## src/assert_macros.svh

```systemverilog
// Assertion macros used by the top level of the slot pool allocator.
`ifndef ASSERT_MACROS_SVH
`define ASSERT_MACROS_SVH

// Same-cycle implication, checked on every rising aclk outside reset.
`define ASSERT_HOLDS(label, cond, chk) \
    label: assert property (@(posedge aclk) disable iff (!aresetn) (cond) |-> (chk)) \
        else $error("assertion failed in %m");

// Next-cycle implication, checked on every rising aclk outside reset.
`define ASSERT_NEXT(label, cond, chk) \
    label: assert property (@(posedge aclk) disable iff (!aresetn) (cond) |=> (chk)) \
        else $error("assertion failed in %m");

`endif

```

## src/fspa_pkg.sv

```systemverilog
// Types, constants and helper functions of the fixed slot pool allocator.
`timescale 1ns / 1ps

package fspa_pkg;

    localparam int POOL_SLOTS  = 1024;
    localparam int IDX_W       = 10;
    localparam int CNT_W       = 11;
    localparam int OBJ_W       = 13;
    localparam int ALIGN_W     = 4;
    localparam int REQ_W       = 16;
    localparam int OFS_W       = 23;
    localparam int USED_W      = 23;
    localparam int OBJ_MIN     = 8;
    localparam int OBJ_MAX     = 4096;
    localparam int ALIGN_MAX   = 12;
    // Queue depth must be a power of two so the pointers wrap on their own.
    localparam int QUEUE_DEPTH = 2;
    localparam int QPTR_W      = 1;
    // Full widths of the offset and used-bytes products.
    localparam int PROD_OFS_W  = IDX_W + OBJ_W;
    localparam int PROD_USED_W = CNT_W + OBJ_W;

    typedef enum logic [1:0] {
        CMD_ALLOC      = 2'd0,
        CMD_FREE       = 2'd1,
        CMD_POOL_RESET = 2'd2,
        CMD_NOP        = 2'd3
    } cmd_t;

    typedef enum logic [1:0] {
        ST_OK         = 2'd0,
        ST_EMPTY      = 2'd1,
        ST_BACKING    = 2'd2,
        ST_RESET_DONE = 2'd3
    } status_t;

    typedef enum logic {
        BK_EXEC,
        BK_LINK
    } back_state_t;

    // Effective configuration seen by the front and back parts.
    typedef struct packed {
        logic [OBJ_W-1:0]   obj_bytes;
        logic [ALIGN_W-1:0] align_log2;
        logic [OBJ_W-1:0]   slot_bytes;
    } cfg_t;

    // Classified request carried through the queue.
    typedef struct packed {
        cmd_t             cmd;
        logic             reject;
        logic [IDX_W-1:0] slot;
    } op_t;

    function automatic logic [OBJ_W-1:0] eff_object(input logic [OBJ_W-1:0] b);
        logic [OBJ_W-1:0] r;
        r = b;
        if (b < OBJ_W'(OBJ_MIN)) r = OBJ_W'(OBJ_MIN);
        else if (b > OBJ_W'(OBJ_MAX)) r = OBJ_W'(OBJ_MAX);
        return r;
    endfunction

    function automatic logic [ALIGN_W-1:0] eff_align(input logic [ALIGN_W-1:0] a);
        logic [ALIGN_W-1:0] r;
        r = (a > ALIGN_W'(ALIGN_MAX)) ? ALIGN_W'(ALIGN_MAX) : a;
        return r;
    endfunction

    // Object size rounded up to the slot alignment; never exceeds 4096.
    function automatic logic [OBJ_W-1:0] aligned_size(input logic [OBJ_W-1:0]   obj,
                                                      input logic [ALIGN_W-1:0] al);
        logic [OBJ_W-1:0] mask;
        mask = (OBJ_W'(1) << al) - OBJ_W'(1);
        return (obj + mask) & ~mask;
    endfunction

endpackage

```

## src/fspa_front.sv

```systemverilog
// Front part: takes requests, classifies them and pushes them into the queue.
`timescale 1ns / 1ps

module fspa_front (
    input  logic                 aclk,
    input  logic                 aresetn,
    input  fspa_pkg::cfg_t       cfg,
    input  logic                 s_tvalid,
    output logic                 s_tready,
    input  logic [31:0]          s_tdata,   // req_bytes, req_align_log2, free_slot, zero pad
    input  logic [1:0]           s_tuser,   // cmd
    output logic                 push_valid,
    input  logic                 push_ready,
    output fspa_pkg::op_t        push_op
);

    logic [fspa_pkg::REQ_W-1:0]   req_bytes;
    logic [fspa_pkg::ALIGN_W-1:0] req_align;
    logic [fspa_pkg::IDX_W-1:0]   req_slot;
    logic                         over_bytes;
    logic                         over_align;
    logic                         bad_slot;
    fspa_pkg::op_t                op_next;
    fspa_pkg::op_t                op_reg;
    logic                         valid_reg;

    assign req_bytes = s_tdata[15:0];
    assign req_align = s_tdata[19:16];
    assign req_slot  = s_tdata[29:20];

    assign over_bytes = req_bytes > fspa_pkg::REQ_W'(cfg.obj_bytes);
    assign over_align = req_align > cfg.align_log2;
    assign bad_slot   = fspa_pkg::CNT_W'(req_slot) >= fspa_pkg::CNT_W'(fspa_pkg::POOL_SLOTS);

    always_comb begin
        op_next.cmd  = fspa_pkg::cmd_t'(s_tuser);
        op_next.slot = req_slot;
        case (op_next.cmd)
            fspa_pkg::CMD_ALLOC: op_next.reject = over_bytes | over_align;
            fspa_pkg::CMD_FREE:  op_next.reject = over_bytes | bad_slot;
            default:             op_next.reject = 1'b0;
        endcase
    end

    assign s_tready   = !valid_reg || push_ready;
    assign push_valid = valid_reg;
    assign push_op    = op_reg;

    always_ff @(posedge aclk) begin
        if (!aresetn) begin
            valid_reg <= 1'b0;
        end else if (s_tready) begin
            valid_reg <= s_tvalid;
        end
    end

    always_ff @(posedge aclk) begin
        if (s_tvalid && s_tready) begin
            op_reg <= op_next;
        end
    end

endmodule

```

## config.mk

```make
export PLATFORM = sky130hd
export DESIGN_NAME = fspa_front
export DESIGN_NICKNAME = d
export VERILOG_FILES = /design/src/assert_macros.svh /design/src/fspa_pkg.sv /design/src/fspa_front.sv
export SDC_FILE = /design/constraint.sdc
export NUM_CORES = 1
export LEC_CHECK = 0
export ABC_CLOCK_PERIOD_IN_PS = 2700
export BUFFER_PORTS_ARGS = -buffer_cell sky130_fd_sc_hd__buf_2
export CORE_MARGIN = 5
export CORE_UTILIZATION = 36
export DETAILED_ROUTE_END_ITERATION = 10
export GPL_TIMING_DRIVEN = 0
export HOLD_SLACK_MARGIN = 0.05
export PLACE_DENSITY = 0.86
export SYNTH_ARGS = -nofsm -noshare
export SYNTH_HDL_FRONTEND = slang
export SYNTH_SLANG_ARGS = --single-unit
```

## constraint.sdc

```tcl
create_clock -name aclk -period 2.7 [get_ports aclk]
set_input_delay 0.54 -clock aclk [delete_from_list [all_inputs] [get_ports aclk]]
set_output_delay 0.54 -clock aclk [all_outputs]
set_load 0.005 [all_outputs]
```

==> results of run 1 <==
-- cells by family after synthesis --
group / share of synthesized area, %
flip-flops: 45.9
AND/OR/NAND/NOR: 10.6
buffers and inverters: 7.55
adder cells (fa/ha/maj): 23.8
AO/OA/AOI/OAI: 12.2
-- through the flow --
| step | hold slack [ps] | cells | setup slack [ps] | cell area, µm² |
|---|---|---|---|---|
| after floorplan | 537 | 79 | 623 | 895 |
| after global placement | 495 | 176 | 381 | 1270 |
| after detailed placement | 559 | 176 | 394 | 1270 |
| after CTS | 441 | 180 | 671 | 1300 |
| after global routing | 432 | 180 | 564 | 1300 |
| final | 449 | 180 | 686 | 1300 |
-- synth_stat cells --
cell	instances	area [µm²]
a41o_1	1	10.0
inv_1	18	67.6
nor2b_1	1	6.26
nand4_1	2	12.5
a211oi_1	1	7.51
and2_1	1	6.26
dfxtp_1	1	20.0
a21oi_1	6	30.0
or4_4	1	11.3
edfxtp_1	13	390
nor3_2	1	10.0
a21o_1	1	7.51
nand2b_1	1	6.26
a2111oi_1	1	10.0
ha_1	17	213
o211ai_1	2	15.0
a21boi_0	1	7.51
o21ai_0	1	5.00
nor3_1	2	10.0
nand2_1	2	7.51
nand3_1	1	5.00
and2b_2	1	8.76
a21oi_2	1	8.76
or3_4	1	11.3
o31ai_1	1	7.51
-- layer usage --
metal  GRT usage, %  up-vias  wire (µm)
met3           2.59        4        276
met2           31.0       42       1420
met5              0        -          0
met4           5.70        0         38
li1               -      428          -
met1           10.6      394        696
-- registers in the layout, summed over array words and instances, names as in the netlist --
register / count
push_valid: 1
push_op: 13
-- worst max-delay path, delay by kind of cell --
family	cells	cell delay, ps
AO/OA/AOI/OAI	4	1000
adder cells (fa/ha/maj)	1	300
buffers and inverters	2	100
AND/OR/NAND/NOR	1	80
-- cell type report --
type                    count  area (µm²)
clock buffers               4        36.3
fillers                   218        1130
inverters                  18        67.6
multi-input cells          47         417
flip-flops and latches     14         410
well taps                  30        37.5
repair buffers             67         335
-- worst paths after layout --
check / cells after the start / from / slack [ps] / endpoint
setup reg to reg: 2 / push_valid / 1440 / push_op[3]
hold reg to reg: 2 / push_valid / 580 / push_valid
setup / recovery: 8 / cfg[28] / 690 / push_op[10]
hold / removal: 1 / s_tdata[25] / 450 / push_op[5]
-- power by group through the flow --
stage               clock network [µW]  registers, µW  logic, µW
floorplan                            0            262       51.3
global placement                     0            259        109
detailed placement                   0            261        120
CTS                                144            256        120
global route                       156            257        134
finish                             140            255        117
-- cell usage in the layout (no fill, tap or decap) --
| master | count |
|---|---|
| a211oi_1 | 1 |
| nand4_1 | 2 |
| nand2_1 | 2 |
| o211ai_1 | 2 |
| a2111oi_1 | 1 |
| or3_4 | 1 |
| o31ai_1 | 1 |
| o21ai_0 | 1 |
| nor2b_1 | 1 |
| a21boi_0 | 1 |
| clkbuf_4 | 3 |
| ha_1 | 17 |
| nand2b_1 | 1 |
| and2_1 | 1 |
| nor3_2 | 1 |
| or4_4 | 1 |
| inv_1 | 18 |
| and2b_2 | 1 |
| a21oi_2 | 1 |
| a21oi_1 | 6 |
| edfxtp_1 | 13 |
| a41o_1 | 1 |
| dfxtp_1 | 1 |
| a21o_1 | 1 |
| buf_2 | 67 |
| clkbuf_8 | 1 |
| nor3_1 | 2 |
| nand3_1 | 1 |
==> results.py, run 1 <==
metrics = {
    "die": {
        "rows": 18,
        "pin_count": 83,
        "core_area_um2": 2430,
        "die_y_um": 59.9,
        "die_w_um": 59.9,
        "start_util_pct": 36.8,
        "die_area_um2": 3580,
    },
    "clock_network": {
        "clkSlewWorstSetupHoldPaths_ps": 80,
        "cts.path.max_buffers": 2,
        "clk_latency_ps": 260,
        "clockRootBuffer": "clkbuf_4",
        "ctsHoldBuffers": 0,
        "cts_resized": 0,
        "cts.sinks": 14,
        "htreeDepth": 1,
        "postCtsSetupRepairBufs": 0,
        "tritoncts": "done",
        "numCtsBuffers": 3,
    },
    "global_routing": {
        "grt_pass1_wl_mm": 3.62,
        "grt_max_degree": 14,
        "grt_pass1_vias": 908,
        "grt_use_total_pct": 13.9,
        "antenna_found_initial": 0,
        "grt_overflow": 0,
    },
    "power_and_ir_drop": {
        "p_switching_uw": 116,
        "power_uw": 512,
        "intPower_uw": 396,
        "peakVddDrop_v": 0.000248,
        "switching_share_pct": 22.7,
        "power_density_nw_per_um2": 393,
        "p_comb_share_pct": 22.9,
        "power_frac_seq_pct": 49.8,
        "p_leak_uw": 0.000702,
        "power_frac_clock_pct": 27.3,
    },
    "run": {
        "cap_violations": 0,
    },
    "route": {
        "totalWireLength_mm": 2.43,
        "route.vias.total": 868,
        "wl_per_cell_um": 13.5,
        "antenna_left": 0,
        "firstDrtPassIters": 4,
        "viasPerCell": 4.82,
        "drcViolationCount": 0,
        "drtIter0Drc": 15,
    },
    "timing": {
        "hold_violations": 0,
        "timing.final.crit_share_pct": 74.6,
        "setup-tns-final_ps": 0,
        "rsz0062_at_grt": "no",
        "setup_viol": 0,
        "slew_headroom_pct": 64.9,
        "fin_crit_ps": 2010,
        "fmax_mhz": 497,
        "worstMarginPinSlew_ps": 527,
        "clock-skew-final_ps": 1.70,
        "final-max-slew-violation-count": 0,
    },
    "worst_setup_path": {
        "start_kind": "input port",
        "cp_cell_sequence": "buf_2, inv_1, ha_1, a21o_1, a211oi_1, o31ai_1, a2111oi_1, nor3_2",
        "critPathRequiredTime_ps": 2710,
        "cp_max_fo": 2,
        "cp-end-kind": "flop",
        "critPathArrivalTime_ps": 2030,
        "path_class": "input port to flop",
        "cpPeakStageDelay_ps": 470,
        "cpMaxStageDelayCell": "a2111oi_1",
    },
    "final_layout": {
        "final_core_util_pct": 53.6,
        "area_delta_synth_final_pct": 45.7,
        "final_nets": 236,
        "post_route_cells_drive_above_1_share_pct": 50.7,
        "diodes": 0,
    },
    "min_path": {
        "hp-class": "input port to flop",
    },
    "outcome": {
        "status": "completed",
    },
    "synthesis": {
        "synthesis.nets": 164,
        "synthesis.instances": 79,
        "synth_cell_type_count": 25,
        "yosysWarningCount": 0,
        "ys_seq_elements": 14,
        "syn_area_um2": 895,
        "seq_area_frac_synth_pct": 45.9,
        "avgSynthCellArea_um2": 11.3,
    },
    "placement": {
        "buffer_ports.inserted": 67,
        "place_congestion": 0.716,
        "dp_hpwl_mm": 2.28,
    },
}
(Power assumes the default switching activity.)
==> run 2, diff against run 1 <==
--- a/config.mk
+++ b/config.mk
@@ -5,7 +5,7 @@
 export SDC_FILE = /design/constraint.sdc
 export NUM_CORES = 1
 export LEC_CHECK = 0
-export ABC_CLOCK_PERIOD_IN_PS = 2700
+export ABC_CLOCK_PERIOD_IN_PS = 1900
 export BUFFER_PORTS_ARGS = -buffer_cell sky130_fd_sc_hd__buf_2
 export CORE_MARGIN = 5
 export CORE_UTILIZATION = 36
==> constraint.sdc (replaced) <==
create_clock -name aclk -period 1.9 [get_ports aclk]
set_input_delay 0.38 -clock aclk [delete_from_list [all_inputs] [get_ports aclk]]
set_output_delay 0.38 -clock aclk [all_outputs]
set_load 0.005 [all_outputs]
==> results.py, run 2 (synthesis results as in run 1) <==
metrics = {
    "outcome": {
        "status": "completed",
    },
    "timing": {
        "rsz0062_at_grt": "no",
        "setup-tns-final_ps": 0,
        "slew_headroom_pct": 63.3,
        "fin_crit_ps": 1730,
        "timing.final.crit_share_pct": 91.2,
        "clock-skew-final_ps": 2.33,
        "setup_viol": 0,
        "fmax_mhz": 577,
        "hold_slack_ps": 281,
        "final-max-slew-violation-count": 0,
        "hold_violations": 0,
        "worstMarginPinSlew_ps": 550,
    },
    "clock_network": {
        "cts.sinks": 14,
        "cts.path.max_buffers": 2,
        "tritoncts": "done",
        "numCtsBuffers": 3,
        "htreeDepth": 1,
        "clkSlewWorstSetupHoldPaths_ps": 80,
        "clk_latency_ps": 270,
        "clockRootBuffer": "clkbuf_4",
        "ctsHoldBuffers": 0,
    },
    "worst_setup_path": {
        "critPathArrivalTime_ps": 1750,
        "r2r-end": "push_op[9]",
        "cpMaxStageDelayCell": "a2111oi_2",
        "cp-startpoint": "cfg[28]",
        "path_class": "input port to flop",
        "critical_path.top_delay_family": "compound AO/OA/AOI/OAI gates",
        "cpPeakStageDelay_ps": 330,
        "start_kind": "input port",
        "timing.rr.start": "push_valid",
        "crit_buf_inv": 2,
        "critPathRequiredTime_ps": 1920,
        "cp_max_fo": 2,
        "cp.depth": 8,
        "worst-r2r-setup-slack_ps": 630,
        "crit_path_end": "push_op[10]",
        "cp-end-kind": "flop",
        "reg2reg_depth": 2,
        "cp_cell_sequence": "buf_2, inv_1, ha_1, a21o_1, a211oi_1, o31ai_1, a2111oi_2, nor3_2",
    },
    "route": {
        "drtIter0Drc": 22,
        "totalWireLength_mm": 2.24,
        "met1_length_um": 733,
        "wl_per_cell_um": 12.5,
        "antenna_left": 0,
        "route.met3.wl_um": 300,
        "wl_met2_mm": 1.18,
        "drcViolationCount": 0,
        "top_layer": "met4",
        "firstDrtPassIters": 4,
        "viasPerCell": 4.68,
        "route.vias.total": 843,
    },
    "die": {
        "core_area_um2": 2430,
        "die_y_um": 59.9,
        "pin_count": 83,
        "start_util_pct": 36.8,
        "rows": 18,
        "die_area_um2": 3580,
        "die_w_um": 59.9,
    },
    "placement": {
        "buffer_ports.inserted": 67,
        "postPlaceCellArea_um2": 1270,
        "place_congestion": 0.729,
        "dp_hpwl_mm": 2.03,
        "dp_cells": 176,
    },
    "global_routing": {
        "grt_pass1_wl_mm": 3.42,
        "grt_max_degree": 14,
        "antenna_found_initial": 0,
        "grt_pass1_vias": 909,
        "grt_use_total_pct": 12.6,
        "grt_overflow": 0,
    },
    "final_layout": {
        "final_cells": 180,
        "final_area_um2": 1310,
        "filler_cell_count": 217,
        "mostFrequentLayoutCell": "buf_2",
        "area_delta_synth_final_pct": 46.3,
        "post_route_cells_drive_above_1_share_pct": 51.3,
        "seq_area_um2": 410,
        "final_nets": 236,
        "final_core_util_pct": 53.8,
        "largest_reg_flops": 13,
        "multiInputGateArea_um2": 422,
        "final_cell_mix": "buf_2, inv_1, ha_1",
        "diodes": 0,
    },
    "power_and_ir_drop": {
        "p_leak_uw": 0.000703,
        "peakVddDrop_v": 0.000409,
        "power_density_nw_per_um2": 559,
    },
    "min_path": {
        "hp-class": "input port to flop",
        "min_path_cells": 1,
    },
    "run": {
        "cap_violations": 0,
    },
}
run 2: changes by cell type in the layout (fill, tap and decap cells not counted):
| cell | delta |
|---|---|
| a2111oi_2 | +1 |
| a2111oi_1 | -1 |
run 2: worst min-delay path by stage:
stage	from	to	slack (ps)
6_report	s_tdata[22]	push_op[2]	280
5_1_grt	s_tdata[22]	push_op[2]	270
3_3_place_gp	push_valid	push_valid	500
4_1_cts	s_tdata[22]	push_op[2]	270
3_5_place_dp	push_valid	push_valid	530
2_1_floorplan	s_tdata[20]	push_op[0]	480
run 2: metrics by stage:
step,power [µW],worst slack [ps]
5_1_grt,778,76.6
3_3_place_gp,523,-213
4_1_cts,740,8.86
6_report,731,167
3_5_place_dp,536,-264
2_1_floorplan,445,22.2
run 2: power breakdown:
group | internal [µW] | switching, µW
Combinational | 88.7 | 77.0
Sequential | 358 | 4.23
Clock | 116 | 87.1
run 2: final cells by class:
cell class,count,area share [%]
inverter,18,5.16
sequential,14,31.4
multi-input combinational,47,32.2
tap,30,2.87
timing repair buffer,67,25.6
clock buffer,4,2.77
run 2: what timing repair did:
item	in CTS	in global routing
resized for setup	0	1
setup buffers	0	0
setup endpoints to repair	0	1
run 2: metal layers:
metal  vias up  GRT usage, %
li1        427             -
met4         0          5.70
met5         -             0
met3         4          2.16
met2        46          25.3
met1       366          12.0
