[src/assert_macros.svh]
// Assertion macros used by the top level of the slot pool allocator.
`ifndef ASSERT_MACROS_SVH
`define ASSERT_MACROS_SVH

// Same-cycle implication, checked on every rising aclk outside reset.
`define ASSERT_HOLDS(label, cond, chk) \
    label: assert property (@(posedge aclk) disable iff (!aresetn) (cond) |-> (chk)) \
        else $error("assertion failed in %m");

// Next-cycle implication, checked on every rising aclk outside reset.
`define ASSERT_NEXT(label, cond, chk) \
    label: assert property (@(posedge aclk) disable iff (!aresetn) (cond) |=> (chk)) \
        else $error("assertion failed in %m");

`endif

[src/fspa_pkg.sv]
// Types, constants and helper functions of the fixed slot pool allocator.
`timescale 1ns / 1ps

package fspa_pkg;

    localparam int POOL_SLOTS  = 1024;
    localparam int IDX_W       = 10;
    localparam int CNT_W       = 11;
    localparam int OBJ_W       = 13;
    localparam int ALIGN_W     = 4;
    localparam int REQ_W       = 16;
    localparam int OFS_W       = 23;
    localparam int USED_W      = 23;
    localparam int OBJ_MIN     = 8;
    localparam int OBJ_MAX     = 4096;
    localparam int ALIGN_MAX   = 12;
    // Queue depth must be a power of two so the pointers wrap on their own.
    localparam int QUEUE_DEPTH = 2;
    localparam int QPTR_W      = 1;
    // Full widths of the offset and used-bytes products.
    localparam int PROD_OFS_W  = IDX_W + OBJ_W;
    localparam int PROD_USED_W = CNT_W + OBJ_W;

    typedef enum logic [1:0] {
        CMD_ALLOC      = 2'd0,
        CMD_FREE       = 2'd1,
        CMD_POOL_RESET = 2'd2,
        CMD_NOP        = 2'd3
    } cmd_t;

    typedef enum logic [1:0] {
        ST_OK         = 2'd0,
        ST_EMPTY      = 2'd1,
        ST_BACKING    = 2'd2,
        ST_RESET_DONE = 2'd3
    } status_t;

    typedef enum logic {
        BK_EXEC,
        BK_LINK
    } back_state_t;

    // Effective configuration seen by the front and back parts.
    typedef struct packed {
        logic [OBJ_W-1:0]   obj_bytes;
        logic [ALIGN_W-1:0] align_log2;
        logic [OBJ_W-1:0]   slot_bytes;
    } cfg_t;

    // Classified request carried through the queue.
    typedef struct packed {
        cmd_t             cmd;
        logic             reject;
        logic [IDX_W-1:0] slot;
    } op_t;

    function automatic logic [OBJ_W-1:0] eff_object(input logic [OBJ_W-1:0] b);
        logic [OBJ_W-1:0] r;
        r = b;
        if (b < OBJ_W'(OBJ_MIN)) r = OBJ_W'(OBJ_MIN);
        else if (b > OBJ_W'(OBJ_MAX)) r = OBJ_W'(OBJ_MAX);
        return r;
    endfunction

    function automatic logic [ALIGN_W-1:0] eff_align(input logic [ALIGN_W-1:0] a);
        logic [ALIGN_W-1:0] r;
        r = (a > ALIGN_W'(ALIGN_MAX)) ? ALIGN_W'(ALIGN_MAX) : a;
        return r;
    endfunction

    // Object size rounded up to the slot alignment; never exceeds 4096.
    function automatic logic [OBJ_W-1:0] aligned_size(input logic [OBJ_W-1:0]   obj,
                                                      input logic [ALIGN_W-1:0] al);
        logic [OBJ_W-1:0] mask;
        mask = (OBJ_W'(1) << al) - OBJ_W'(1);
        return (obj + mask) & ~mask;
    endfunction

endpackage

[src/fspa_queue.sv]
// Short request queue between the front and back parts.
`timescale 1ns / 1ps

module fspa_queue (
    input  logic          aclk,
    input  logic          aresetn,
    input  logic          push_valid,
    output logic          push_ready,
    input  fspa_pkg::op_t push_op,
    output logic          pop_valid,
    input  logic          pop_ready,
    output fspa_pkg::op_t pop_op
);

    fspa_pkg::op_t               entry_reg [fspa_pkg::QUEUE_DEPTH];
    logic [fspa_pkg::QPTR_W-1:0] wr_ptr_reg;
    logic [fspa_pkg::QPTR_W-1:0] rd_ptr_reg;
    logic [fspa_pkg::QPTR_W:0]   count_reg;
    logic                        do_push;
    logic                        do_pop;

    assign push_ready = count_reg != (fspa_pkg::QPTR_W + 1)'(fspa_pkg::QUEUE_DEPTH);
    assign pop_valid  = count_reg != '0;
    assign pop_op     = entry_reg[rd_ptr_reg];
    assign do_push    = push_valid && push_ready;
    assign do_pop     = pop_valid && pop_ready;

    always_ff @(posedge aclk) begin
        if (!aresetn) begin
            wr_ptr_reg <= '0;
            rd_ptr_reg <= '0;
            count_reg  <= '0;
        end else begin
            if (do_push) wr_ptr_reg <= wr_ptr_reg + 1'b1;
            if (do_pop)  rd_ptr_reg <= rd_ptr_reg + 1'b1;
            case ({do_push, do_pop})
                2'b10:   count_reg <= count_reg + 1'b1;
                2'b01:   count_reg <= count_reg - 1'b1;
                default: count_reg <= count_reg;
            endcase
        end
    end

    always_ff @(posedge aclk) begin
        if (do_push) begin
            entry_reg[wr_ptr_reg] <= push_op;
        end
    end

endmodule

[config.mk]
export PLATFORM = sky130hd
export DESIGN_NAME = fspa_queue
export DESIGN_NICKNAME = d
export VERILOG_FILES = /design/src/assert_macros.svh /design/src/fspa_pkg.sv /design/src/fspa_queue.sv
export SDC_FILE = /design/constraint.sdc
export NUM_CORES = 1
export LEC_CHECK = 0
export BUFFER_PORTS_ARGS = -buffer_cell sky130_fd_sc_hd__buf_2
export CORE_AREA = 2 2 55 62
export CTS_CLUSTER_DIAMETER = 120
export DETAILED_ROUTE_END_ITERATION = 8
export DIE_AREA = 0 0 57 64
export PLACE_DENSITY_LB_ADDON = 0.05
export SYNTH_ARGS = -nofsm -noshare
export SYNTH_HDL_FRONTEND = slang
export SYNTH_SLANG_ARGS = --single-unit
[constraint.sdc]
create_clock -name aclk -period 2.7 [get_ports aclk]
set_clock_uncertainty 0.15 [all_clocks]
set_input_delay 0.27 -clock aclk [delete_from_list [all_inputs] [get_ports aclk]]
set_output_delay 0.27 -clock aclk [all_outputs]
set_load 0.02 [all_outputs]
==> results of run 1 <==
area by class of cell:
type | instances | area share (%)
clock buffers | 7 | 2.92
clock inverters | 1 | 0.325
inverters | 1 | 0.244
multi-input cells | 31 | 18.0
flip-flops and latches | 31 | 57.2
well taps | 34 | 2.76
repair buffers | 44 | 18.5
cells in the final DEF (no fill, tap or decap), types with 2 or more instances in the layout:
cell type       n
dfxtp_1         5
buf_2          31
clkbuf_1        2
clkbuf_4        5
xnor2_1         3
mux2_2         13
nor2b_1         2
edfxtp_1       26
dlygate4sd3_1  13
worst max path at each step:
stage                                   to          from
final                            pop_op[8]     flip-flop
after global routing             pop_op[8]     flip-flop
after CTS                        pop_op[8]     flip-flop
after detailed placement  entry_reg[1][11]  count_reg[0]
after global placement    entry_reg[1][11]  count_reg[0]
after floorplan               count_reg[1]  count_reg[0]
worst register-to-register path: cells and delay by family, from the launching register on:
family,cells,cell delay (ns)
AND/OR/NAND/NOR,3,0.62
flip-flops,1,0.41
adder cells (fa/ha/maj),1,0.33
AO/OA/AOI/OAI,1,0.14
power groups by stage:
stage	registers (mW)	clock network (mW)	logic (mW)
final	0.670	0.246	0.448
after global routing	0.683	0.279	0.489
after CTS	0.675	0.256	0.456
after detailed placement	0.684	0	0.438
after global placement	0.682	0	0.440
after floorplan	0.650	0	0.343
logic make-up after synthesis:
kind of cell | after synthesis | share of synthesized area (%)
AOI/OAI and AO/OA | 5 | 3.22
xor gates and xnor gates | 3 | 2.25
adders and majority gates | 1 | 1.07
buffers and inverters | 2 | 0.750
DFF | 31 | 75.5
muxes | 13 | 12.5
and+or+nand+nor | 9 | 4.72
per-stage QoR:
step | power (mW) | util, % | hold slack (ns)
2_1_floorplan | 0.994 | - | 0.219
3_3_place_gp | 1.12 | 45.4 | 0.312
3_5_place_dp | 1.12 | 45.4 | 0.313
4_1_cts | 1.39 | 51.4 | 0.0544
5_1_grt | 1.45 | 51.4 | 0.0720
6_report | 1.36 | 51.4 | 0.0649
routing by layer:
metal  part of all wire, %  GRT usage [%]  up-vias
met5                     0              0        -
met4                   1.9           5.23        0
li1                      -              -      343
met3                   7.2           6.48        4
met1                    43           12.3      306
met2                    48           18.2       22
==> results by group, run 1 <==
Power and ir drop
  • Peak supply drop: 0.000527 V
  • Clk pwr share: 18.1%
  • Switching part of the total power: 32.2%
  • P_sw: 0.438 mW
  • Leakage: 0.593 nW
  • Sequential Power Share: 49.1%
  • Cell Int Power: 0.925 mW
  • Cell Pwr Density: 885 nW/um^2
  • Gate power share: 32.8%

GRT
  • Global-route wire length before repair: 2.95 mm
  • Grt ovf: 0
  • Largest net degree at the start of global routing: 14
  • Initial antenna violation count: 0
  • GRT Total Usage: 11.5%
  • Number of global-route vias before repair: 645

Yosys
  • Yosys cell types: 20
  • Count leader, synth: edfxtp_1
  • Async S/R FF share, synth: 0%
  • Mean post-synth cell area: 18.2 um^2
  • Synth warn: 0
  • Synthesized area: 1170 um^2
  • Cell count after synthesis: 64
  • Prevailing post-synth register cell: edfxtp_1
  • Syn nets: 82
  • Register area share after synthesis: 75.5%
  • Synth top area cells: edfxtp_1 67%, mux2_2 13%, dfxtp_1 8.6%
  • Synth cell count leaders: 26 x edfxtp_1, 13 x mux2_2, 5 x dfxtp_1, 3 x xnor2_1, 2 x nor2b_1
  • Post-synth EDFFs: 26
  • Area leader, netlist: edfxtp_1
  • #FFs+latches synth: 31
  • Synth top area share: 66.9%

STA
  • Final setup fails: 0
  • Final Hold Viols: 0
  • Fin crit period: 1.99 ns
  • RSZ-0062 raised after global routing: false
  • Post-route clock period utilization: 73.7%
  • Setup WS post-layout: 0.710 ns
  • Fmax: 502 MHz
  • Slew Limit Headroom: 59.3%
  • Max-slew violation count: 0
  • Final TNS setup: 0 ns
  • Worst Max-Slew Pin Slew: 0.610 ns

Final layout
  • Diodes inserted: 0
  • Fillers: 296
  • Area grow syn2layout: 31.9%
  • Multi-input logic area: 278 um^2
  • Post-Layout Cell Count: 149
  • Number of flip-flops in the largest register: 26
  • Finished Cell Area: 1540 um^2
  • Layout cells sized above 1: 45.2%
  • Register area: 881 um^2
  • Nets: 132

Floorplan
  • Core area: 3000 um^2
  • Die Wd: 57 um
  • IO Pins: 32
  • Die H: 64 um
  • Initial Utilization: 39.0%
  • Area of the die: 3650 um^2
  • Row cnt: 21

Clocking
  • TritonCTS clock tree: yes
  • Skew-Pair Late Insertion Delay: 0.32 ns
  • Clk sink count: 31
  • CTS clk-pin slew, worst paths: 0.09 ns
  • CTS Buffer Depth: 2
  • H-tree Lvls: 2
  • CTS root buf: clkbuf_4
  • Cts bufs inserted: 5
  • CTS Hold Bufs: 13
  • Resize count post-CTS: 0
  • Post-CTS setup buffer count: 0

Placement
  • Final RePlAce weighted congestion: 0.675
  • Setup slack after placement: 0.979 ns
  • Port Buf Inserts: 31
  • Dpl cells: 128
  • Placed Instance Area: 1360 um^2
  • Half-perimeter wire length after detailed placement: 1.20 mm

Setup path
  • CP Data Required Time: 2.28 ns
  • Crit path largest cell delay: 0.69 ns
  • Critical-path top delay cell: dfxtp_1
  • Critical path arrival: 1.57 ns
  • Critical-path cell list: mux2_2 -> buf_2
  • Critical Setup Path Class: flip-flop to primary output
  • Critical Path Stages: 2
  • R2r setup slk: 0.98 ns
  • Crit Path Max Fanout: 13
  • Worst setup EP type: primary output
  • Crit path launch type: flip-flop
  • R2R cell count: 5
  • RR Startpoint: count_reg[0]
  • Reg-to-Reg End: count_reg[1]
  • CP Buf/Inv Count: 1
  • Cell family with most CP delay: flip-flops

Min path
  • Critical hold path startpoint: aresetn
  • Hold WC Path Type: primary input to flip-flop
  • Sink of the worst hold path: count_reg[0]
  • Worst hold path cell count: 2

Flow run
  • Count of maximum capacitance violations: 0

Routing
  • Routed vias/inst: 4.53
  • Wire per inst: 12.7 um
  • Via count: 675
  • Initial detailed-routing violation count: 12
  • DR DRC count: 0
  • DRT antenna net count: 0
  • DRT Pass-1 Iters: 3
  • Final wirelength: 1.89 mm

Status
  • Status: completed
(Power assumes the default switching activity.)
==> run 2, diff against run 1 <==
--- a/config.mk
+++ b/config.mk
@@ -5,11 +5,12 @@
 export SDC_FILE = /design/constraint.sdc
 export NUM_CORES = 1
 export LEC_CHECK = 0
+export ABC_AREA = 1
 export BUFFER_PORTS_ARGS = -buffer_cell sky130_fd_sc_hd__buf_2
-export CORE_AREA = 2 2 55 62
+export CORE_AREA = 2 2 56 64
 export CTS_CLUSTER_DIAMETER = 120
 export DETAILED_ROUTE_END_ITERATION = 8
-export DIE_AREA = 0 0 57 64
+export DIE_AREA = 0 0 58 66
 export PLACE_DENSITY_LB_ADDON = 0.05
 export SYNTH_ARGS = -nofsm -noshare
 export SYNTH_HDL_FRONTEND = slang
==> constraint.sdc (replaced) <==
create_clock -name aclk -period 1.8 [get_ports aclk]
set_clock_uncertainty 0.15 [all_clocks]
set_input_delay 0.18 -clock aclk [delete_from_list [all_inputs] [get_ports aclk]]
set_output_delay 0.18 -clock aclk [all_outputs]
set_load 0.02 [all_outputs]
==> run 2 against run 1 <==
Routed wire length rose by 6.7%. Total power rose by 36%. Worst setup slack got worse by 0.61 ns. First-iteration DRC count fell by 75%. Clock-buffer cell count did not move. Sequential power rose by 37%. Worst hold slack got worse by 0.046 ns. Non-clock buffer count rose by 4. Area after synthesis rose by 5.5%.
==> results by group, run 2 <==
Status
  • Status: completed

Setup path
  • Crit path launch type: flip-flop
  • Critical path arrival: 1.37 ns (-0.20 ns)
  • Crit Path Max Fanout: 13 (unchanged)
  • Cell family with most CP delay: multiplexers
  • R2r setup slk: 0.31 ns (-0.67 ns)
  • Worst setup EP type: primary output
  • Reg-to-Reg End: count_reg[1]
  • Critical-path top delay cell: mux2_2
  • Crit path largest cell delay: 0.36 ns (-0.33 ns)
  • Critical Setup Path Class: flip-flop to primary output
  • CP Buf/Inv Count: 2 (+1)
  • R2R cell count: 9 (+4)
  • Critical-path cell list: buf_6 -> mux2_2 -> buf_2
  • CP Data Required Time: 1.47 ns (-0.81 ns)
  • RR Startpoint: count_reg[0]

Yosys
  • Mean post-synth cell area: 16.2 um^2 (-11%)
  • #FFs+latches synth: 31 (unchanged)
  • Prevailing post-synth register cell: edfxtp_1
  • Area leader, netlist: edfxtp_1
  • Synth top area share: 63.4% (-3.5 points)
  • Syn nets: 94 (+15%)
  • Post-synth EDFFs: 26 (unchanged)
  • Count leader, synth: edfxtp_1
  • Register area share after synthesis: 71.5% (-3.9 points)
  • Synth cell count leaders: 26 x edfxtp_1, 10 x mux2_4, 8 x nand2_1, 8 x nor2_1, 5 x dfxtp_1
  • Yosys cell types: 19 (-5.0%)
  • Synthesized area: 1230 um^2 (+5.5%)
  • Synth warn: 0 (unchanged)
  • Cell count after synthesis: 76 (+19%)
  • Async S/R FF share, synth: 0% (unchanged)
  • Synth top area cells: edfxtp_1 63%, mux2_4 12%, dfxtp_1 8.1%

Clocking
  • CTS Buffer Depth: 2 (unchanged)
  • H-tree Lvls: 2 (unchanged)
  • TritonCTS clock tree: yes
  • Clk sink count: 31 (unchanged)
  • CTS root buf: clkbuf_4
  • CTS clk-pin slew, worst paths: 0.09 ns (about the same)
  • Skew-Pair Late Insertion Delay: 0.33 ns (about the same)
  • Cts bufs inserted: 5 (unchanged)

STA
  • Max-slew violation count: 0 (unchanged)
  • Final setup fails: 0 (unchanged)
  • Fin crit period: 1.70 ns
  • Slew Limit Headroom: 69.7% (+10 points)
  • Final TNS setup: 0 ns (unchanged)
  • Post-route clock period utilization: 94.7%
  • Setup WS post-layout: 0.0958 ns (-0.614 ns)
  • Worst Max-Slew Pin Slew: 0.453 ns (-0.157 ns)
  • RSZ-0062 raised after global routing: false
  • Final Hold Viols: 0 (unchanged)
  • Fmax: 587 MHz

Placement
  • Dpl cells: 145 (+13%)
  • Final RePlAce weighted congestion: 0.585 (-13%)
  • Setup slack after placement: 0.310 ns (-0.668 ns)
  • Port Buf Inserts: 31 (unchanged)
  • Half-perimeter wire length after detailed placement: 1.33 mm (+10%)

Floorplan
  • IO Pins: 32 (unchanged)
  • Row cnt: 22 (+4.8%)
  • Initial Utilization: 38.6% (-0.41 points)
  • Die H: 66 um (+3.1%)
  • Area of the die: 3830 um^2 (+4.9%)
  • Die Wd: 58 um (+1.8%)
  • Core area: 3190 um^2 (+6.6%)

Routing
  • Final wirelength: 2.02 mm (+6.7%)
  • Via count: 776 (+15%)
  • Wire per inst: 12.1 um (-4.8%)
  • Initial detailed-routing violation count: 3 (-9)
  • DR DRC count: 0 (unchanged)
  • DRT antenna net count: 0 (unchanged)
  • DRT Pass-1 Iters: 3 (unchanged)
  • Routed vias/inst: 4.65 (+2.6%)

Power and ir drop
  • Clk pwr share: 20.3% (+2.2 points)
  • Cell Int Power: 1.28 mW (+39%)
  • Peak supply drop: 0.000641 V (+22%)
  • Switching part of the total power: 30.7% (-1.5 points)
  • Gate power share: 30.2% (-2.6 points)
  • Cell Pwr Density: 1130 nW/um^2 (+28%)
  • Total power: 1.85 mW (+36%)
  • Leakage: 0.674 nW (+14%)
  • Sequential Power Share: 49.5% (+0.4 points)
  • P_sw: 0.566 mW (+29%)

GRT
  • Global-route wire length before repair: 3.27 mm (+11%)
  • Largest net degree at the start of global routing: 15 (+1)
  • Grt ovf: 0 (unchanged)
  • Initial antenna violation count: 0 (unchanged)
  • Number of global-route vias before repair: 760 (+18%)
  • GRT Total Usage: 12.5% (+0.98 points)

Min path
  • Critical hold path startpoint: pop_ready
  • Hold WC Path Type: primary input to flip-flop
  • Worst hold path cell count: 4 (+2)

Flow run
  • Count of maximum capacitance violations: 0 (unchanged)

Final layout
  • Most frequent cells in the layout: 31 x buf_2, 26 x edfxtp_1, 14 x dlygate4sd3_1
  • Number of flip-flops in the largest register: 26 (unchanged)
  • Nets: 148 (+12%)
  • Fillers: 293 (-1.0%)
  • Post-Layout Cell Count: 167 (+12%)
  • Commonest non-fill, non-tap cell in the layout: buf_2
  • Area grow syn2layout: 32.9%
  • Diodes inserted: 0 (unchanged)
  • Layout cells sized above 1: 44.3% (-0.94 points)
[run 2: cell count changes after synthesis, moves of 3 or more]
cell,previous run,this run
inv_1,1,4
mux2_4,0,10
xnor2_1,3,0
mux2_2,13,3
nor2_1,0,8
nand2_1,1,8
[run 2: worst max path at each step]
stage / startpoint / end / slack (ns) / cells past startpoint
5_1_grt: flip-flop / pop_op[0] / 0.02 / 3
4_1_cts: flip-flop / pop_op[0] / 0.02 / 3
3_5_place_dp: count_reg[0] / entry_reg[1][5] / 0.31 / 4
2_1_floorplan: count_reg[0] / entry_reg[0][0] / 0.04 / 4
6_report: flip-flop / pop_op[0] / 0.1 / 3
3_3_place_gp: count_reg[0] / entry_reg[1][10] / 0.36 / 4
[run 2: area by class of cell]
class                      instances  area, um^2  area share (%)
inverter                           5        18.8            1.15
sequential                        31         881            53.8
clock buffer                       7        45.0            2.75
timing repair buffer              48         322            19.6
clock inverter                     1        5.00           0.306
tap                               36        45.0            2.75
multi-input combinational         39         320            19.6
[run 2: layer usage]
metal,vias to the layer above,share of wire [%],GRT usage (%)
met2,25,50,20.3
li1,379,-,-
met5,-,0,0
met3,9,7.9,7.05
met4,0,3.0,7.85
met1,363,39,11.9
[run 2: logic make-up after synthesis]
family,after synthesis,share of synthesized area (%)
buf+inv,6,2.44
simple gates,22,8.64
mux,13,14.9
flops,31,71.5
compound gates,3,1.42
fa+ha+maj,1,1.02
[run 2: power by group through the flow]
stage                     sequential, mW  clock, mW  combinational, mW
after floorplan                    0.929          0              0.389
after global placement             0.928          0              0.534
after detailed placement           0.932          0              0.541
after CTS                          0.914      0.392              0.566
after global routing               0.924      0.431              0.610
final                              0.915      0.375              0.558
[run 2: stage by stage]
stage	hold WS (ns)	cell area [um^2]	util, %
after floorplan	0.129	1230	-
after global placement	0.221	1440	45.2
after detailed placement	0.223	1440	45.2
after CTS	0.00774	1630	51.1
after global routing	0.0485	1640	51.3
final	0.0191	1640	51.3
[run 2: worst reg2reg max path, stage by stage, from the launching register on]
cell and delay, ns:
dfxtp_1 0.39, inv_2 0.08, nand2_2 0.08, nand2_4 0.07
ha_1 0.32, inv_1 0.08, nand2_1 0.05, nor2_1 0.09
nor2_1 0.05, nor2_1 0.09
[run 2: what timing repair did]
action,4_1_cts,5_1_grt
gates resized for setup,0,1
buffers inserted,0,0
endpoints found under the setup margin,0,3
hold endpoints to repair,31,0
hold buffers,14,0
==> run 3, diff against run 2 <==
--- a/config.mk
+++ b/config.mk
@@ -7,10 +7,10 @@
 export LEC_CHECK = 0
 export ABC_AREA = 1
 export BUFFER_PORTS_ARGS = -buffer_cell sky130_fd_sc_hd__buf_2
-export CORE_AREA = 2 2 56 64
+export CORE_AREA = 2 2 53 60
 export CTS_CLUSTER_DIAMETER = 120
 export DETAILED_ROUTE_END_ITERATION = 8
-export DIE_AREA = 0 0 58 66
+export DIE_AREA = 0 0 55 62
 export PLACE_DENSITY_LB_ADDON = 0.05
 export SYNTH_ARGS = -nofsm -noshare
 export SYNTH_HDL_FRONTEND = slang
==> run 3 against run 2 <==
Critical endpoint is now pop_op[8]. Routed wire length shrank 1.2%. Fmax rose by 0.60%. Critical path depth unchanged. Flip-flop and latch count did not move. Worst setup slack better by 0.010 ns. Global-route usage up 1.5 points. Register-to-register slack improved by 0.02 ns. Core utilization grew 5.7 points. Sequential share of layout area is 0.33 points lower. Highest routed layer unchanged.
==> results by group, run 3 (same netlist as run 2, synthesis figures left out) <==
Floorplan
  • Area of the die: 3410 um^2 (-11%)
  • Die Wd: 55 um (-5.2%)
  • Initial Utilization: 42.6% (+4.0 points)
  • IO Pins: 32 (unchanged)
  • Core area: 2890 um^2 (-9.5%)
  • Row cnt: 21 (-4.5%)
  • Die H: 62 um (-6.1%)

STA
  • Fin crit period: 1.69 ns (-0.0101 ns)
  • Final TNS setup: 0 ns (unchanged)
  • Max-slew violation count: 0 (unchanged)
  • Final setup fails: 0 (unchanged)
  • Final Hold Viols: 0 (unchanged)
  • Fmax: 590 MHz (+0.60%)
  • Worst Max-Slew Pin Slew: 0.404 ns (-0.0492 ns)
  • Post-route clock period utilization: 94.1% (-0.56 points)
  • Slew Limit Headroom: 73.0% (+3.3 points)
  • RSZ-0062 raised after global routing: false

Final layout
  • Most frequent cells in the layout: 31 x buf_2, 26 x edfxtp_1, 14 x dlygate4sd3_1
  • Commonest non-fill, non-tap cell in the layout: buf_2
  • Fillers: 259 (-12%)
  • Layout cells sized above 1: 44.7% (+0.42 points)
  • Number of flip-flops in the largest register: 26 (unchanged)
  • Diodes inserted: 0 (unchanged)
  • Finished Core Util: 57.0% (+5.7 points)
  • Post-Layout Cell Count: 166 (-0.60%)
  • Nets: 149 (+0.68%)
  • Area grow syn2layout: 33.7%

Power and ir drop
  • Leakage: 0.682 nW (+1.2%)
  • Total power: 1.87 mW (+1.4%)
  • Cell Pwr Density: 1140 nW/um^2 (+0.80%)
  • Peak supply drop: 0.000605 V (-5.6%)

GRT
  • GRT Total Usage: 13.9% (+1.5 points)
  • Largest net degree at the start of global routing: 15 (unchanged)
  • Global-route wire length before repair: 3.10 mm (-5.3%)
  • Grt ovf: 0 (unchanged)
  • Number of global-route vias before repair: 726 (-4.5%)
  • Initial antenna violation count: 0 (unchanged)

Clocking
  • TritonCTS clock tree: yes
  • Resize count post-CTS: 0 (unchanged)
  • Cts bufs inserted: 5 (unchanged)
  • CTS clk-pin slew, worst paths: 0.08 ns (about the same)
  • Clk sink count: 31 (unchanged)
  • H-tree Lvls: 2 (unchanged)
  • Skew-Pair Late Insertion Delay: 0.32 ns (about the same)
  • CTS Buffer Depth: 2 (unchanged)
  • CTS root buf: clkbuf_4

Placement
  • Dpl cells: 144 (-0.69%)
  • Half-perimeter wire length after detailed placement: 1.39 mm (+4.8%)
  • Final RePlAce weighted congestion: 0.588 (+0.55%)
  • Port Buf Inserts: 31 (unchanged)

Routing
  • DRT antenna net count: 0 (unchanged)
  • Initial detailed-routing violation count: 7 (+4)
  • Wire per inst: 12.0 um (-0.59%)
  • DR DRC count: 0 (unchanged)
  • DRT Pass-1 Iters: 2 (-1)
  • Final wirelength: 1.99 mm (-1.2%)
  • Routed vias/inst: 4.62 (-0.56%)
  • Via count: 767 (-1.2%)

Setup path
  • Worst setup EP type: primary output
  • Crit path largest cell delay: 0.35 ns (about the same)
  • Crit path launch type: flip-flop
  • CP Data Required Time: 1.47 ns (about the same)
  • CP Buf/Inv Count: 2 (unchanged)
  • Critical Setup Path Class: flip-flop to primary output
  • Critical-path top delay cell: dfxtp_1
  • Critical path arrival: 1.36 ns (about the same)
  • Crit Path Max Fanout: 9 (-4)
  • Cell family with most CP delay: buffers and inverters
  • Critical-path cell list: buf_4 -> mux2_4 -> buf_2

Min path
  • Hold WC Path Type: primary input to flip-flop

Flow run
  • Count of maximum capacitance violations: 0 (unchanged)

Status
  • Status: completed
run 3: cell count changes in the layout (fill, tap and decap cells not counted), sizes merged:
cell | before | now
buf | 34 | 35
run 3: area by class of cell:
cell class / instances / area, um^2 / share of cell area (%)
flip-flops and latches: 31 / 881 / 53.5
repair buffers: 49 / 325 / 19.8
multi-input cells: 39 / 320 / 19.5
clock buffers: 7 / 55.1 / 3.34
well taps: 34 / 42.5 / 2.58
inverters: 5 / 18.8 / 1.14
clock inverters: 1 / 3.75 / 0.228
run 3: stage by stage:
step,setup slack (ns),cell area [um^2],hold WS (ns)
after floorplan,0.0366,1230,0.129
after global placement,0.366,1450,0.221
after detailed placement,0.332,1450,0.223
after CTS,0.0645,1650,0.0142
final,0.106,1650,0.0282
after global routing,0.0252,1650,0.0409
run 3: where the power goes:
| group | switching (mW) | internal, mW |
|---|---|---|
| Clock | 0.213 | 0.187 |
| Combinational | 0.305 | 0.253 |
| Sequential | 0.0368 | 0.879 |
| Total | 0.555 | 1.32 |
run 3: repair_timing:
item,in CTS,in global routing
endpoints found under the hold margin,31,0
hold buffers,14,0
buffers inserted,0,0
endpoints found under the setup margin,0,0
run 3: final timing paths:
| kind | depth (start not counted) | endpoint | startpoint | slack (ns) |
|---|---|---|---|---|
| max | 3 | pop_op[8] | flip-flop | 0.11 |
| min reg2reg | 2 | rd_ptr_reg | rd_ptr_reg | 0.34 |
| max reg2reg | 9 | count_reg[1] | count_reg[0] | 0.33 |
| min | 4 | rd_ptr_reg | pop_ready | 0.03 |
run 3: worst register-to-register path: cells and delay by family, from the launching register on:
kind	cells	cell delay [ns]
adders and majority gates	1	0.32
buffers and inverters	2	0.16
DFF	1	0.38
and+or+nand+nor	6	0.42
run 3: routing by layer:
metal | track usage, % | wire [um] | up-vias | part of all wire [%]
met4 | 8.36 | 52 | 0 | 2.6
met2 | 25.2 | 1070 | 23 | 54
li1 | - | - | 385 | -
met1 | 12.8 | 741 | 353 | 37
met5 | 0 | 0 | - | 0
met3 | 5.74 | 132 | 6 | 6.6
